**config.mk**
```make
export PLATFORM = sky130hd
export DESIGN_NAME = interrupt_controller_registers
export DESIGN_NICKNAME = d
export VERILOG_FILES = /design/src/icr_pkg.sv /design/src/icr_store.sv /design/src/icr_exec.sv /design/src/interrupt_controller_registers.sv
export SDC_FILE = /design/constraint.sdc
export NUM_CORES = 1
export LEC_CHECK = 0
export BUFFER_PORTS_ARGS = -buffer_cell sky130_fd_sc_hd__buf_2
export CORE_ASPECT_RATIO = 2
export CORE_MARGIN = 4
export CORE_UTILIZATION = 47
export CTS_CLUSTER_DIAMETER = 120
export CTS_CLUSTER_SIZE = 14
export DETAILED_ROUTE_END_ITERATION = 6
export GPL_TIMING_DRIVEN = 0
export PLACE_DENSITY_LB_ADDON = 0.15
export SYNTH_ARGS = -nofsm -noshare
export SYNTH_HDL_FRONTEND = slang
export SYNTH_HIERARCHICAL = 1
export SYNTH_SLANG_ARGS = --single-unit
export TNS_END_PERCENT = 50
```
**constraint.sdc**
```tcl
create_clock -name aclk -period 12.9 [get_ports aclk]
set_input_delay 1.29 -clock aclk [delete_from_list [all_inputs] [get_ports aclk]]
set_output_delay 1.29 -clock aclk [all_outputs]
set_load 0.005 [all_outputs]
```
**src/icr_pkg.sv**
```systemverilog
// Package with the types, codes and constants of the interrupt controller register store.
`timescale 1ns / 1ps

package icr_pkg;

    // Number of interrupt lines and the index width that addresses them.
    localparam int NUM_IRQ    = 128;
    localparam int IDX_W      = (NUM_IRQ > 1) ? $clog2(NUM_IRQ) : 1;

    // Priority encoding: four implemented level bits, grouping codes start at three.
    localparam int PRIO_BITS  = 4;
    localparam int GROUP_BASE = 3;

    // Stream widths, fields packed from the lowest bit up; the data widths are padded to bytes.
    localparam int S_TDATA_W  = 24;
    localparam int S_TUSER_W  = 4;
    localparam int M_TDATA_W  = 16;

    typedef enum logic [3:0] {
        MODE_ENABLE     = 4'd0,
        MODE_DISABLE    = 4'd1,
        MODE_SET_PEND   = 4'd2,
        MODE_CLEAR_PEND = 4'd3,
        MODE_SOFT_TRIG  = 4'd4,
        MODE_READ       = 4'd5,
        MODE_SET_PRIO   = 4'd6,
        MODE_ACTIVATE   = 4'd7,
        MODE_DEACTIVATE = 4'd8
    } mode_t;

    typedef logic [IDX_W-1:0] idx_t;

    // Everything stored for one interrupt line.
    typedef struct packed {
        logic       enabled;
        logic       pending;
        logic       active;
        logic [7:0] priority_byte;
    } entry_t;

    // One accepted operation.
    typedef struct packed {
        logic [3:0] mode;
        logic [7:0] irq;
        logic [3:0] preempt_level;
        logic [3:0] sub_level;
        logic [2:0] group_code;
    } item_t;

    // One result.
    typedef struct packed {
        logic       error;
        entry_t     line;
        logic [2:0] grouping;
    } result_t;

    // Write request into the line store.
    typedef struct packed {
        logic   en;
        idx_t   addr;
        entry_t data;
    } wr_req_t;

    // Update strobes produced by the execute logic.
    typedef struct packed {
        logic entry_wr;
        logic grouping_wr;
    } exec_ctl_t;

endpackage

```
**src/icr_store.sv**
```systemverilog
// Line store: entry memory with reset-cleared valid bits and write-to-read forwarding.
`timescale 1ns / 1ps

module icr_store
    import icr_pkg::*;
(
    input  logic    aclk,
    input  logic    aresetn,
    input  logic    rd_en,
    input  idx_t    rd_addr,
    input  wr_req_t wr,
    output entry_t  rd_entry
);

    entry_t               mem [NUM_IRQ];
    logic [NUM_IRQ-1:0]   valid_reg;
    entry_t               mem_rd_reg;
    logic                 vld_rd_reg;
    logic                 fwd_sel_reg;
    entry_t               fwd_data_reg;

    // Memory write port and registered read port.
    always_ff @(posedge aclk) begin
        if (wr.en) begin
            mem[wr.addr] <= wr.data;
        end
        if (rd_en) begin
            mem_rd_reg <= mem[rd_addr];
        end
    end

    // A line that was never written since reset reads as all zero.
    always_ff @(posedge aclk) begin
        if (!aresetn) begin
            valid_reg <= '0;
        end else if (wr.en) begin
            valid_reg[wr.addr] <= 1'b1;
        end
    end

    // Capture the valid bit and, when the same line is written in this cycle, the new data.
    always_ff @(posedge aclk) begin
        if (rd_en) begin
            vld_rd_reg   <= valid_reg[rd_addr] || (wr.en && (wr.addr == rd_addr));
            fwd_sel_reg  <= wr.en && (wr.addr == rd_addr);
            fwd_data_reg <= wr.data;
        end
    end

    // Resolve forwarding and the reset value.
    always_comb begin
        if (fwd_sel_reg) begin
            rd_entry = fwd_data_reg;
        end else if (vld_rd_reg) begin
            rd_entry = mem_rd_reg;
        end else begin
            rd_entry = '0;
        end
    end

endmodule

```
**src/icr_exec.sv**
```systemverilog
// Execute logic: applies one operation to the addressed line and forms the result.
`timescale 1ns / 1ps

module icr_exec
    import icr_pkg::*;
(
    input  item_t      item,
    input  entry_t     cur_entry,
    input  logic [2:0] grouping,
    output entry_t     new_entry,
    output exec_ctl_t  ctl,
    output result_t    result
);

    logic       in_range;
    logic [2:0] sub_bits;
    logic [2:0] pre_bits;
    logic       prio_ok;
    logic [3:0] level;
    logic       error;

    // Priority argument checks and level encoding.
    always_comb begin
        sub_bits = item.group_code - 3'(GROUP_BASE);
        pre_bits = 3'(PRIO_BITS) - sub_bits;
        prio_ok  = (item.group_code >= 3'(GROUP_BASE))
                   && ((item.sub_level >> sub_bits) == 4'd0)
                   && ((item.preempt_level >> pre_bits) == 4'd0);
        level    = (item.preempt_level << sub_bits) | item.sub_level;
    end

    assign in_range = (item.irq < 8'(NUM_IRQ));

    // Operation decode.
    always_comb begin
        new_entry = cur_entry;
        ctl       = '0;
        error     = 1'b0;
        if (!in_range) begin
            error = 1'b1;
        end else begin
            unique case (mode_t'(item.mode))
                MODE_ENABLE: begin
                    new_entry.enabled = 1'b1;
                    ctl.entry_wr      = 1'b1;
                end
                MODE_DISABLE: begin
                    new_entry.enabled = 1'b0;
                    ctl.entry_wr      = 1'b1;
                end
                MODE_SET_PEND, MODE_SOFT_TRIG: begin
                    new_entry.pending = 1'b1;
                    ctl.entry_wr      = 1'b1;
                end
                MODE_CLEAR_PEND: begin
                    new_entry.pending = 1'b0;
                    ctl.entry_wr      = 1'b1;
                end
                MODE_READ: begin
                    error = 1'b0;
                end
                MODE_SET_PRIO: begin
                    if (prio_ok) begin
                        new_entry.priority_byte = {level, 4'b0000};
                        ctl.entry_wr            = 1'b1;
                        ctl.grouping_wr         = 1'b1;
                    end else begin
                        error = 1'b1;
                    end
                end
                MODE_ACTIVATE: begin
                    new_entry.active = 1'b1;
                    ctl.entry_wr     = 1'b1;
                end
                MODE_DEACTIVATE: begin
                    new_entry.active = 1'b0;
                    ctl.entry_wr     = 1'b1;
                end
                default: begin
                    error = 1'b1;
                end
            endcase
        end
    end

    // Result shows the line after the operation, or zeros for a line out of range.
    always_comb begin
        result.error    = error;
        result.line     = in_range ? new_entry : '0;
        result.grouping = ctl.grouping_wr ? item.group_code : grouping;
    end

endmodule

```
**src/interrupt_controller_registers.sv**
```systemverilog
// An accepted transaction passes the input register and the master-side output register.
// Throughput: one transaction per cycle while results are taken; the store is read when a
// transaction is accepted and written back as the execute stage moves on, with forwarding
// between the two. Reset: aresetn, synchronous and active low, empties the pipeline and
// clears every line and the grouping field at once; there is no clearing pass.
`timescale 1ns / 1ps

module interrupt_controller_registers
    import icr_pkg::*;
(
    input  logic                 aclk,
    input  logic                 aresetn,
    input  logic                 s_tvalid,
    output logic                 s_tready,
    // irq[7:0], preempt_level[11:8], sub_level[15:12], group_code[18:16], zeros above
    input  logic [S_TDATA_W-1:0] s_tdata,
    // mode[3:0]
    input  logic [S_TUSER_W-1:0] s_tuser,
    output logic                 m_tvalid,
    input  logic                 m_tready,
    // error[0], enabled[1], pending[2], active[3], priority_byte[11:4], grouping[14:12], zero
    output logic [M_TDATA_W-1:0] m_tdata
);

    logic       s_accept;
    logic       out_free;
    logic       st1_move;
    item_t      in_item;
    logic       st1_valid_reg;
    item_t      st1_item_reg;
    logic       m_valid_reg;
    result_t    m_data_reg;
    logic [2:0] grouping_reg;
    entry_t     cur_entry;
    entry_t     new_entry;
    exec_ctl_t  ctl;
    result_t    result;
    wr_req_t    wr;

    // Handshake: the execute stage moves when the output register is free.
    assign out_free = !m_valid_reg || m_tready;
    assign st1_move = st1_valid_reg && out_free;
    assign s_tready = !st1_valid_reg || st1_move;
    assign s_accept = s_tvalid && s_tready;

    // Unpack the input transaction.
    always_comb begin
        in_item.mode          = s_tuser[3:0];
        in_item.irq           = s_tdata[7:0];
        in_item.preempt_level = s_tdata[11:8];
        in_item.sub_level     = s_tdata[15:12];
        in_item.group_code    = s_tdata[18:16];
    end

    // Input register feeding the execute stage.
    always_ff @(posedge aclk) begin
        if (!aresetn) begin
            st1_valid_reg <= 1'b0;
        end else if (s_tready) begin
            st1_valid_reg <= s_tvalid;
        end
    end

    always_ff @(posedge aclk) begin
        if (s_accept) begin
            st1_item_reg <= in_item;
        end
    end

    // Write back of the line in the cycle the execute stage moves on.
    always_comb begin
        wr.en   = st1_move && ctl.entry_wr;
        wr.addr = st1_item_reg.irq[IDX_W-1:0];
        wr.data = new_entry;
    end

    icr_store u_store (
        .aclk     (aclk),
        .aresetn  (aresetn),
        .rd_en    (s_accept),
        .rd_addr  (in_item.irq[IDX_W-1:0]),
        .wr       (wr),
        .rd_entry (cur_entry)
    );

    icr_exec u_exec (
        .item      (st1_item_reg),
        .cur_entry (cur_entry),
        .grouping  (grouping_reg),
        .new_entry (new_entry),
        .ctl       (ctl),
        .result    (result)
    );

    // Shared priority grouping field.
    always_ff @(posedge aclk) begin
        if (!aresetn) begin
            grouping_reg <= 3'd0;
        end else if (st1_move && ctl.grouping_wr) begin
            grouping_reg <= st1_item_reg.group_code;
        end
    end

    // Output register.
    always_ff @(posedge aclk) begin
        if (!aresetn) begin
            m_valid_reg <= 1'b0;
        end else if (out_free) begin
            m_valid_reg <= st1_valid_reg;
        end
    end

    always_ff @(posedge aclk) begin
        if (st1_move) begin
            m_data_reg <= result;
        end
    end

    // Pack the result transaction.
    assign m_tvalid = m_valid_reg;
    assign m_tdata  = {1'b0, m_data_reg.grouping, m_data_reg.line.priority_byte,
                       m_data_reg.line.active, m_data_reg.line.pending,
                       m_data_reg.line.enabled, m_data_reg.error};

endmodule

```
### Word-level counts from Yosys, hierarchy flattened

Memories as Yosys holds them, arrays and structs flattened. A register that Yosys moved wholly into a read port is not among the register bits.
Cells that the tools add are included.

| word-level totals | value |
|---|---|
| bits in registers | 184 |
| bits in writable memories | 1,408 |
| bits of input ports | 32 |
| output and inout bits | 18 |
| logic and storage cells | 83 |
| memories | 1 |

| operators by class | value |
|---|---|
| add/sub/neg operators | 2 |
| magnitude comparators | 5 |
| equal/unequal tests | 9 |
| shift-type cells | 3 |
| muxes and demuxes | 21 |
| bitwise operators | 2 |
| reductions and logical operators | 19 |

Memories:

| memory | words | bits a word | read ports | clocked after memory_dff | write ports | RTL line | source |
|---|---|---|---|---|---|---|---|
| u_store.mem | 128 | 11 | 1 | 1 | 1 | icr_store.sv:15 | `entry_t mem [NUM_IRQ];` |

Operators by type and width:

| cell | number |
|---|---|
| 128-bit bitwise OR | 1 |
| 11-bit two-way mux | 3 |
| 4-bit by 3-bit equality test with 1-bit output, second input constant | 4 |
| 7-bit by 8-bit less-than comparator with 1-bit output, second input constant | 2 |
| 8-bit two-way mux | 2 |
| 4-bit logical NOT | 3 |
| 1-bit one-hot mux with 2 select lines | 5 |
| 4-bit by 2-bit equality test with 1-bit output, second input constant | 2 |
| 1-bit logical AND | 8 |
| 8-bit less-than comparator, second input constant | 1 |
| 8-bit OR reduction | 1 |
| 4-bit by 3-bit >> shifter with 4-bit output | 2 |
| 1-bit binary-select mux with 7-bit select | 1 |
| 1-bit demux with 7-bit select | 1 |
| 7-bit equality test | 1 |
| 7-bit by 1-bit >= comparator with 1-bit output, second input constant | 1 |
| 7-bit OR reduction | 1 |
| 1-bit two-way mux | 6 |
| 4-bit by 1-bit equality test with 1-bit output, second input constant | 1 |
| 4-bit equality test, second input constant | 1 |
| 2-bit two-way mux | 2 |
| 4-bit bitwise OR | 1 |
| 4-bit by 3-bit << shifter with 4-bit output | 1 |
| 3-bit by 2-bit >= comparator with 1-bit output, second input constant | 1 |
| 6 further kinds | 9 |

### Longest topological paths before layout

Gate-level depths: netlist of run 1.

| logic depth | value |
|---|---|
| depth in word-level cells | 11 |
| depth in mapped cells | 13 |
| depth with buffers taken out | 11 |

### By module

The synthesis of run 1 kept the hierarchy.

Modules (own cells, without submodules):

| module | times used | cells each | area an instance (um^2) | sequential area each (um^2) |
|---|---|---|---|---|
| icr_store | 1 | 2,627 | 59,505.8 | 45,563.7 |
| interrupt_controller_registers | 1 | 66 | 1,392.6 | 1,241.2 |
| icr_exec | 1 | 98 | 711.9 | 0.0 |

### Worst setup path after synthesis of run 1

Ideal clock, no wire load.

| path | value |
|---|---|
| kind | reg-to-reg |
| start | register st1_item_reg[0] in the netlist's numbering |
| end | register u_store/fwd_data_reg[7] in the netlist's numbering (data pin) |
| setup time | 0.925 ns |
| data arrival time | 5.597 ns |
| required time | 11.975 ns |
| setup slack | 6.378 ns |
| cell stages (with the launch flop) | 8 |
| path buffers | 1 |
| path through | edfxtp_1 ha_1 ha_1 xor2_1 o311a_2 nand3_4 buf_6 mux2i_1 |

RTL lines:

| what | RTL line | source |
|---|---|---|
| start: declaration | interrupt_controller_registers.sv:30 | `item_t st1_item_reg;` |
| start signal: assignment | interrupt_controller_registers.sv:66 | `st1_item_reg <= in_item;` |
| end signal: assignment | icr_store.sv:46 | `fwd_data_reg <= wr.data;` |
| end: declaration | icr_store.sv:20 | `entry_t fwd_data_reg;` |

==> results of run 1 <==
-- report_power, final --
part | total [mW] | internal [mW] | leakage [nW] | switching, mW
logic | 0.642 | 0.220 | 4.93 | 0.423
clock network | 3.66 | 1.92 | 1.78 | 1.75
registers | 5.77 | 5.76 | 14.4 | 0.00838
total | 10.1 | 7.89 | 21.1 | 2.18
-- placed cells by master (no fill, tap or decap), types with 7 or more instances in the layout --
cell type	count
nor2b_1	10
dfxtp_1	133
nand2_1	25
buf_16	8
clkbuf_16	136
mux2i_1	21
buf_12	10
nor2_2	53
buf_2	97
clkbuf_1	111
nand3_1	12
o22ai_1	47
a21oi_1	11
xnor2_1	7
mux2_2	10
nand3b_1	10
nor4_1	11
a22o_1	10
buf_1	17
a22oi_1	7
nor2_1	94
edfxtp_1	1470
o21a_1	130
mux4_2	466
buf_4	17
nand2b_1	7
-- cell usage after synthesis, types with 3 or more instances --
cell type / instances / area (µm²)
nor3b_1: 6 / 45.0
dfxtp_1: 133 / 2660
ha_1: 3 / 37.5
or3b_2: 3 / 26.3
buf_2: 55 / 275
and2_1: 6 / 37.5
a22o_1: 10 / 87.6
a211oi_1: 4 / 30.0
nand2_1: 25 / 93.8
clkbuf_1: 77 / 289
nor2_1: 149 / 559
a22oi_1: 7 / 52.6
o21a_1: 130 / 976
edfxtp_1: 1470 / 44100
mux2i_1: 22 / 220
nand4b_1: 5 / 43.8
a21oi_1: 11 / 55.1
mux4_2: 466 / 10500
inv_1: 4 / 15.0
buf_4: 9 / 67.6
mux2_2: 10 / 113
nand4_1: 5 / 31.3
nor4_1: 11 / 68.8
buf_1: 17 / 63.8
o22ai_1: 47 / 294
buf_6: 6 / 67.6
nand3_1: 12 / 60.1
nand3b_1: 10 / 75.1
nand2b_1: 7 / 43.8
o21ai_0: 4 / 20.0
nor2b_1: 10 / 62.6
or3_1: 3 / 18.8
xnor2_1: 7 / 61.3
nor3_1: 4 / 20.0
a31oi_1: 4 / 25.0
-- cell type report --
type | count | share of cell area (%)
Clock inverter | 11 | 0.196
Sequential cell | 1603 | 68.4
Clock buffer | 170 | 5.16
Multi-Input combinational cell | 1018 | 20.8
Inverter | 5 | 0.0274
Buffer | 165 | 1.14
Tap cell | 1701 | 3.11
Antenna cell | 2 | 0.00732
Timing Repair Buffer | 75 | 1.16
-- layer usage --
metal	routed length, µm	vias up	part of all wire (%)
li1	-	12100	-
met1	53500	16100	32
met2	92400	1154	56
met3	8370	355	5.1
met4	11300	4	6.8
met5	23	-	0.014
-- worst paths after layout --
kind	from	to	slack, ns	cells past startpoint
worst min register to register	u_store/valid_reg[106]	u_store/valid_reg[106]	0.47	1
worst max-delay path	st1_item_reg[0]	u_store/mem[111][3]	7.63	12
worst min-delay path	u_store/valid_reg[106]	u_store/valid_reg[106]	0.47	1
worst max register to register	st1_item_reg[0]	u_store/mem[111][3]	7.63	12
-- cell families (layout without fill, tap and decap cells) --
group,count (synthesis),count (layout)
XOR/XNOR,8,8
buffers and inverters,170,426
multiplexers,500,500
AO/OA/AOI/OAI,236,236
adder cells (fa/ha/maj),3,3
other,1,3
AND/OR/NAND/NOR,270,270
flip-flops,1603,1603
==> impl_metrics.yaml, run 1 <==
clock_tree:
  htree_levels: 4
  post_cts_buffers: 0
  cts-root-buf: "clkbuf_16"
  cts-resized-gates: 0
  cts_tree: "built"
  clk_pin_slew_ns: 0.07
  cts_buffer_depth: 3
  insertion_delay_ns: 0.76
  cts.hold.buffers_added: 0
  cts.sinks: 1603
  numCtsBuffers: 132
worst_setup_path:
  critical_path_class: "reg2reg"
  cp.arrival_ns: 5.62
  crit_path_max_incr_delay_ns: 1.21
  critPathTopFamily: "simple AND/OR/NAND/NOR gates"
  crit_buf_inv: 2
  required_ns: 13.25
  start_kind: "register"
  end_kind: "register"
  cp_max_fo: 12
  crit_slowest_cell: "nor2_1"
  crit_chain: "ha_1, ha_1, mux2i_1, a21oi_1, o311a_2, nor2_1, nor3_1, and3_2, clkbuf_1, nand4_1, clkbuf_1, nor2_1"
timing:
  report.final.slew_viol_count: 0
  min_period_ns: 5.27
  final.setup.tns_ns: 0
  worstMarginPinSlew_ns: 1.47
  rsz0062_at_grt: "false"
  finalSetupViolations: 0
  setup_ws_ns: 7.63
  slew-limit-headroom_pct: 1.45
  max_freq_ghz: 0.190
  min_period_over_period_pct: 40.9
  clock_skew_ns: 0.0239
  hold_violations: 0
  holdWs_ns: 0.466
finish:
  drive_gt1_share_pct: 28.1
  stdcell_count: 4750
  fillers: 10200
  postLayoutCellArea_mm2: 0.0684
  fin_nets: 3035
  area_growth_pct: 11.0
  multi_input_area_mm2: 0.0142
  regArea_mm2: 0.0468
  largest_register_ff_count: 1408
  finalCoreUtilization_pct: 52.6
global_routing:
  grtUsageMet3_pct: 3.78
  grt_pass1_wl_mm: 234
  grt_use_met2_pct: 45.2
  antenna_found_initial: 5
  use_met1_pct: 25.5
  grt_overflow: 0
  gr-max-usage-layer: "met2"
  grt_max_degree: 130
  grt_pass1_vias: 31700
  grtUsageTotal_pct: 24.1
yosys:
  synth_seq_area_share_pct: 76.0
  synth_mux_area_share_pct: 17.6
  ys_warn_count: 6
  ys_types: 68
  synth.avg_cell_area_um2: 22.1
  netlist_area_mm2: 0.0616
  syn_nets: 2826
  synth_edf_count: 1470
  synth_cells: 2791
  synth_top_family_by_area: "multiplexers"
  synth_compound_area_share_pct: 2.78
  synthAdderAreaFrac_pct: 0.0609
  synth_ff_type: "edfxtp_1"
  ys_seq_elements: 1603
  synth_xor_area_share_pct: 0.114
  ys_async_sr_fraction_pct: 0
  yosys.area_share.simple_pct: 2.15
placement:
  dp_cells: 4557
  post-dp-hpwl_mm: 117
  gp_congestion: 0.919
  dp_slack_ns: 7.62
  placed_cell_area_mm2: 0.0645
  io_buffers: 42
routing:
  drt_first_pass_iters: 5
  wire_per_inst_um: 34.9
  drt-total-wl_mm: 166
  drt_iter0_drc: 2816
  vias: 29700
  viasPerCell: 6.25
  detail-route-antenna-nets: 0
  drc_errors: 0
floorplan:
  die_h_um: 520
  io_pins: 50
  start_util_pct: 47.4
  fp.coreArea_mm2: 0.130
  die_area_mm2: 0.137
  die_w_um: 264
  rows: 187
power_and_ir_drop:
  power.density_mw_per_mm2: 147
  vdd_drop_max_mv: 0.0744
  total_power_mw: 10.1
  p_leak_nw: 21.1
status:
  status: "completed"
hold_path:
  hp-class: "reg2reg"
job:
  cap_violations: 0
No activity file was read; power rests on OpenSTA's default activity.
==> run 2: changes to the inputs <==
- ABC_AREA: unset -> 1
- clock period: 12.9 -> 5.4 ns (I/O delays scaled with it)
==> run 2 against run 1 <==
  * First-iteration DRC count rose by 110%
  * The flow now finishes with violations (capacitance limit, slew limit, setup timing)
  * Hold slack got worse by 0.41 ns
  * Largest power group unchanged
  * Largest cell class unchanged
  * Clock skew fell by 0.0021 ns
  * Flip-flop and latch count did not move
  * Core utilization rose by 1.2 points
  * Clock power rose by 150%
==> impl_metrics.yaml, run 2 <==
routing:
  drt-total-wl_mm: 289
  drt_first_pass_iters: 6
  wire_per_inst_um: 35.9
  vias: 48600
  detail-route-antenna-nets: 0
  drc_errors: 0
  drt_iter0_drc: 5944
  viasPerCell: 6.02
clock_tree:
  cts_buffer_depth: 3
  insertion_delay_ns: 0.78
  cts_tree: "built"
  numCtsBuffers: 132
  cts.sinks: 1603
  cts-root-buf: "clkbuf_16"
  clk_pin_slew_ns: 0.07
  htree_levels: 4
yosys:
  synth.area.top_cells: "edfxtp_1, nand3_1, nand2_1"
  synth_xor_area_share_pct: 0.0669
  synth_ff_type: "edfxtp_1"
  yosysTopAreaCellShare_pct: 67.5
  ys_warn_count: 6
  synthAdderAreaFrac_pct: 0.0574
  synth_top_family_by_area: "simple AND/OR/NAND/NOR gates"
  yosysTopAreaCell: "edfxtp_1"
  yosysMostFrequentCell: "nand2_1"
  synth_common_cells: "nand2_1, edfxtp_1, nand3_1"
  yosys.area_share.simple_pct: 24.3
  synth_mux_area_share_pct: 0
  netlist_area_mm2: 0.0654
  synth_compound_area_share_pct: 0.417
  synth_seq_area_share_pct: 71.5
  ys_types: 41
  synth.avg_cell_area_um2: 11.2
  syn_nets: 5851
  synth_edf_count: 1470
  ys_seq_elements: 1603
  ys_async_sr_fraction_pct: 0
  synth_cells: 5816
finish:
  drive_gt1_share_pct: 11.8
  fillers: 12100
  fin_nets: 6169
  largest_register_ff_count: 1408
  final_cell_mix: "nand2_1, edfxtp_1, nand3_1"
  final_common_cell: "nand2_1"
  area_growth_pct: 13.8
timing:
  clock_skew_ns: 0.0218
  final.setup.tns_ns: -4.44
  report.final.slew_viol_count: 66
  slew-limit-headroom_pct: -7.59
  min_period_ns: 5.54
  finalSetupViolations: 80
  rsz0062_at_grt: "true"
  setup_ws_ns: -0.143
  holdWs_ns: 0.0554
  max_freq_ghz: 0.180
  min_period_over_period_pct: 103
  hold_violations: 0
  worstMarginPinSlew_ns: 1.61
status:
  status: "finished with violations"
  violations: "capacitance limit, slew limit, setup timing"
global_routing:
  grt_pass1_wl_mm: 383
  grtUsageTotal_pct: 39.3
  grt_max_degree: 89
  antenna_found_initial: 15
  grt_overflow: 0
  grt_pass1_vias: 46600
worst_setup_path:
  crit_chain: "ha_1, ha_1, inv_2, nand2_2, o21ai_2, nand2_4, nand2_4, nor2_8, nand4_4, buf_6, nand2_1, inv_1, nor2_1, clkinv_1, nor2_1, inv_1, clkbuf_1, nor2_2, buf_16"
  critPathTopFamily: "simple AND/OR/NAND/NOR gates"
  r2r.worst_path.cells: 19
  cp.arrival_ns: 6.03
  start_kind: "register"
  end_kind: "register"
  cp_max_fo: 10
  crit_path_max_incr_delay_ns: 0.84
  critical_path_class: "reg2reg"
  rr_endpoint: "u_store/mem[14][7]"
  required_ns: 5.89
  crit_slowest_cell: "nor2_2"
  regToRegSetupSlack_ns: -0.14
  reg2reg_from: "st1_item_reg[0]"
  crit_buf_inv: 7
hold_path:
  hold_start: "s_tvalid"
  hp-class: "in2reg"
  hold_depth: 3
  hold_end: "st1_valid_reg"
floorplan:
  io_pins: 50
  die_w_um: 272
  fp.coreArea_mm2: 0.138
  die_h_um: 536
  start_util_pct: 47.3
  die_area_mm2: 0.146
  rows: 193
placement:
  gp_congestion: 1.08
  io_buffers: 43
  post-dp-hpwl_mm: 208
power_and_ir_drop:
  power.density_mw_per_mm2: 340
  vdd_drop_max_mv: 0.281
  p_leak_nw: 26.7
job:
  cap_violations: 8
## run 2: cell types whose count changed after synthesis, moves of 42 or more
cell	change
mux4_2	-466
inv_1	+74
buf_2	+115
nand3_1	+1446
buf_4	+42
nor2_1	+288
o22ai_1	-46
nand2_1	+1732
o21a_1	-130
## run 2: logic make-up (layout without fill, tap and decap cells)
kind of cell / Yosys count / count (layout)
and+or+nand+nor: 3698 / 3698
DFF: 1603 / 1603
buffers and inverters: 463 / 852
AOI/OAI and AO/OA: 43 / 43
xor gates and xnor gates: 5 / 5
adders and majority gates: 3 / 3
other: 1 / 11
## run 2: metal layers
layer | vias to the layer above | share of wire [%] | global-route usage [%] | wire length (µm)
li1 | 20800 | - | - | -
met4 | 8 | 13 | 39.3 | 37000
met3 | 1139 | 8.6 | 8.81 | 24800
met2 | 2914 | 48 | 65.7 | 140000
met1 | 23700 | 30 | 39.5 | 87800
met5 | - | 0.018 | 0.0666 | 51
## run 2: how the worst max path moves through the flow
stage / from / endpoint / slack [ns] / cells past startpoint
after CTS: st1_item_reg[0] / u_store/mem[37][5] / -0.03 / 18
after floorplan: u_store/fwd_sel_reg / u_store/fwd_data_reg[8] / 0.09 / 6
final: st1_item_reg[0] / u_store/mem[14][7] / -0.14 / 19
after detailed placement: st1_item_reg[0] / u_store/mem[90][2] / -0.53 / 18
after global routing: st1_item_reg[0] / u_store/mem[29][4] / -0.20 / 19
after global placement: u_store/fwd_sel_reg / u_store/mem[124][8] / -7.02 / 6
## run 2: area by class of cell
| type | instances | area, µm² | share of cell area (%) |
|---|---|---|---|
| Sequential cell | 1603 | 46800 | 62.9 |
| Clock buffer | 195 | 3600 | 4.84 |
| Buffer | 369 | 2040 | 2.75 |
| Clock inverter | 10 | 140 | 0.188 |
| Antenna cell | 10 | 25.0 | 0.0336 |
| Tap cell | 1852 | 2320 | 3.11 |
| Inverter | 94 | 380 | 0.511 |
| Multi-Input combinational cell | 3750 | 16700 | 22.5 |
| Timing Repair Buffer | 184 | 2400 | 3.22 |
## run 2: worst register-to-register path: cells and delay by family (launching register included)
kind                       cells  cell delay (ns)
AOI/OAI and AO/OA              1             0.07
adders and majority gates      2             0.67
buffers and inverters          7             1.97
DFF                            1             0.48
and+or+nand+nor                9             2.04
## run 2: timing repair
action / CTS / global route
hold buffers: 20 / 0
setup endpoints to repair: 477 / 380
cloned: 0 / 0
pin swaps: 11 / 8
buffers inserted: 14 / 9
resized for setup: 32 / 29
hold endpoints to repair: 20 / 0
## run 2: stage by stage
stage / cell area, µm² / util, % / instances / total power, mW / setup WS [ns]
after CTS: 74100 / 53.6 / 8046 / 25.3 / -0.0264
after global routing: 74400 / 53.8 / 8058 / 25.9 / -0.201
after global placement: 68000 / 49.1 / 7711 / 16.4 / -7.02
after detailed placement: 70000 / 50.6 / 7807 / 16.4 / -0.527
final: 74400 / 53.8 / 8067 / 25.3 / -0.143
after floorplan: 65400 / - / 5816 / 15.1 / 0.0915
## run 2: power by group
part	total (mW)	internal, mW	switching, mW	leakage, nW
clock network	9.05	4.63	4.42	1.80
logic	2.51	0.532	1.98	10.3
registers	13.8	13.7	0.0205	14.6
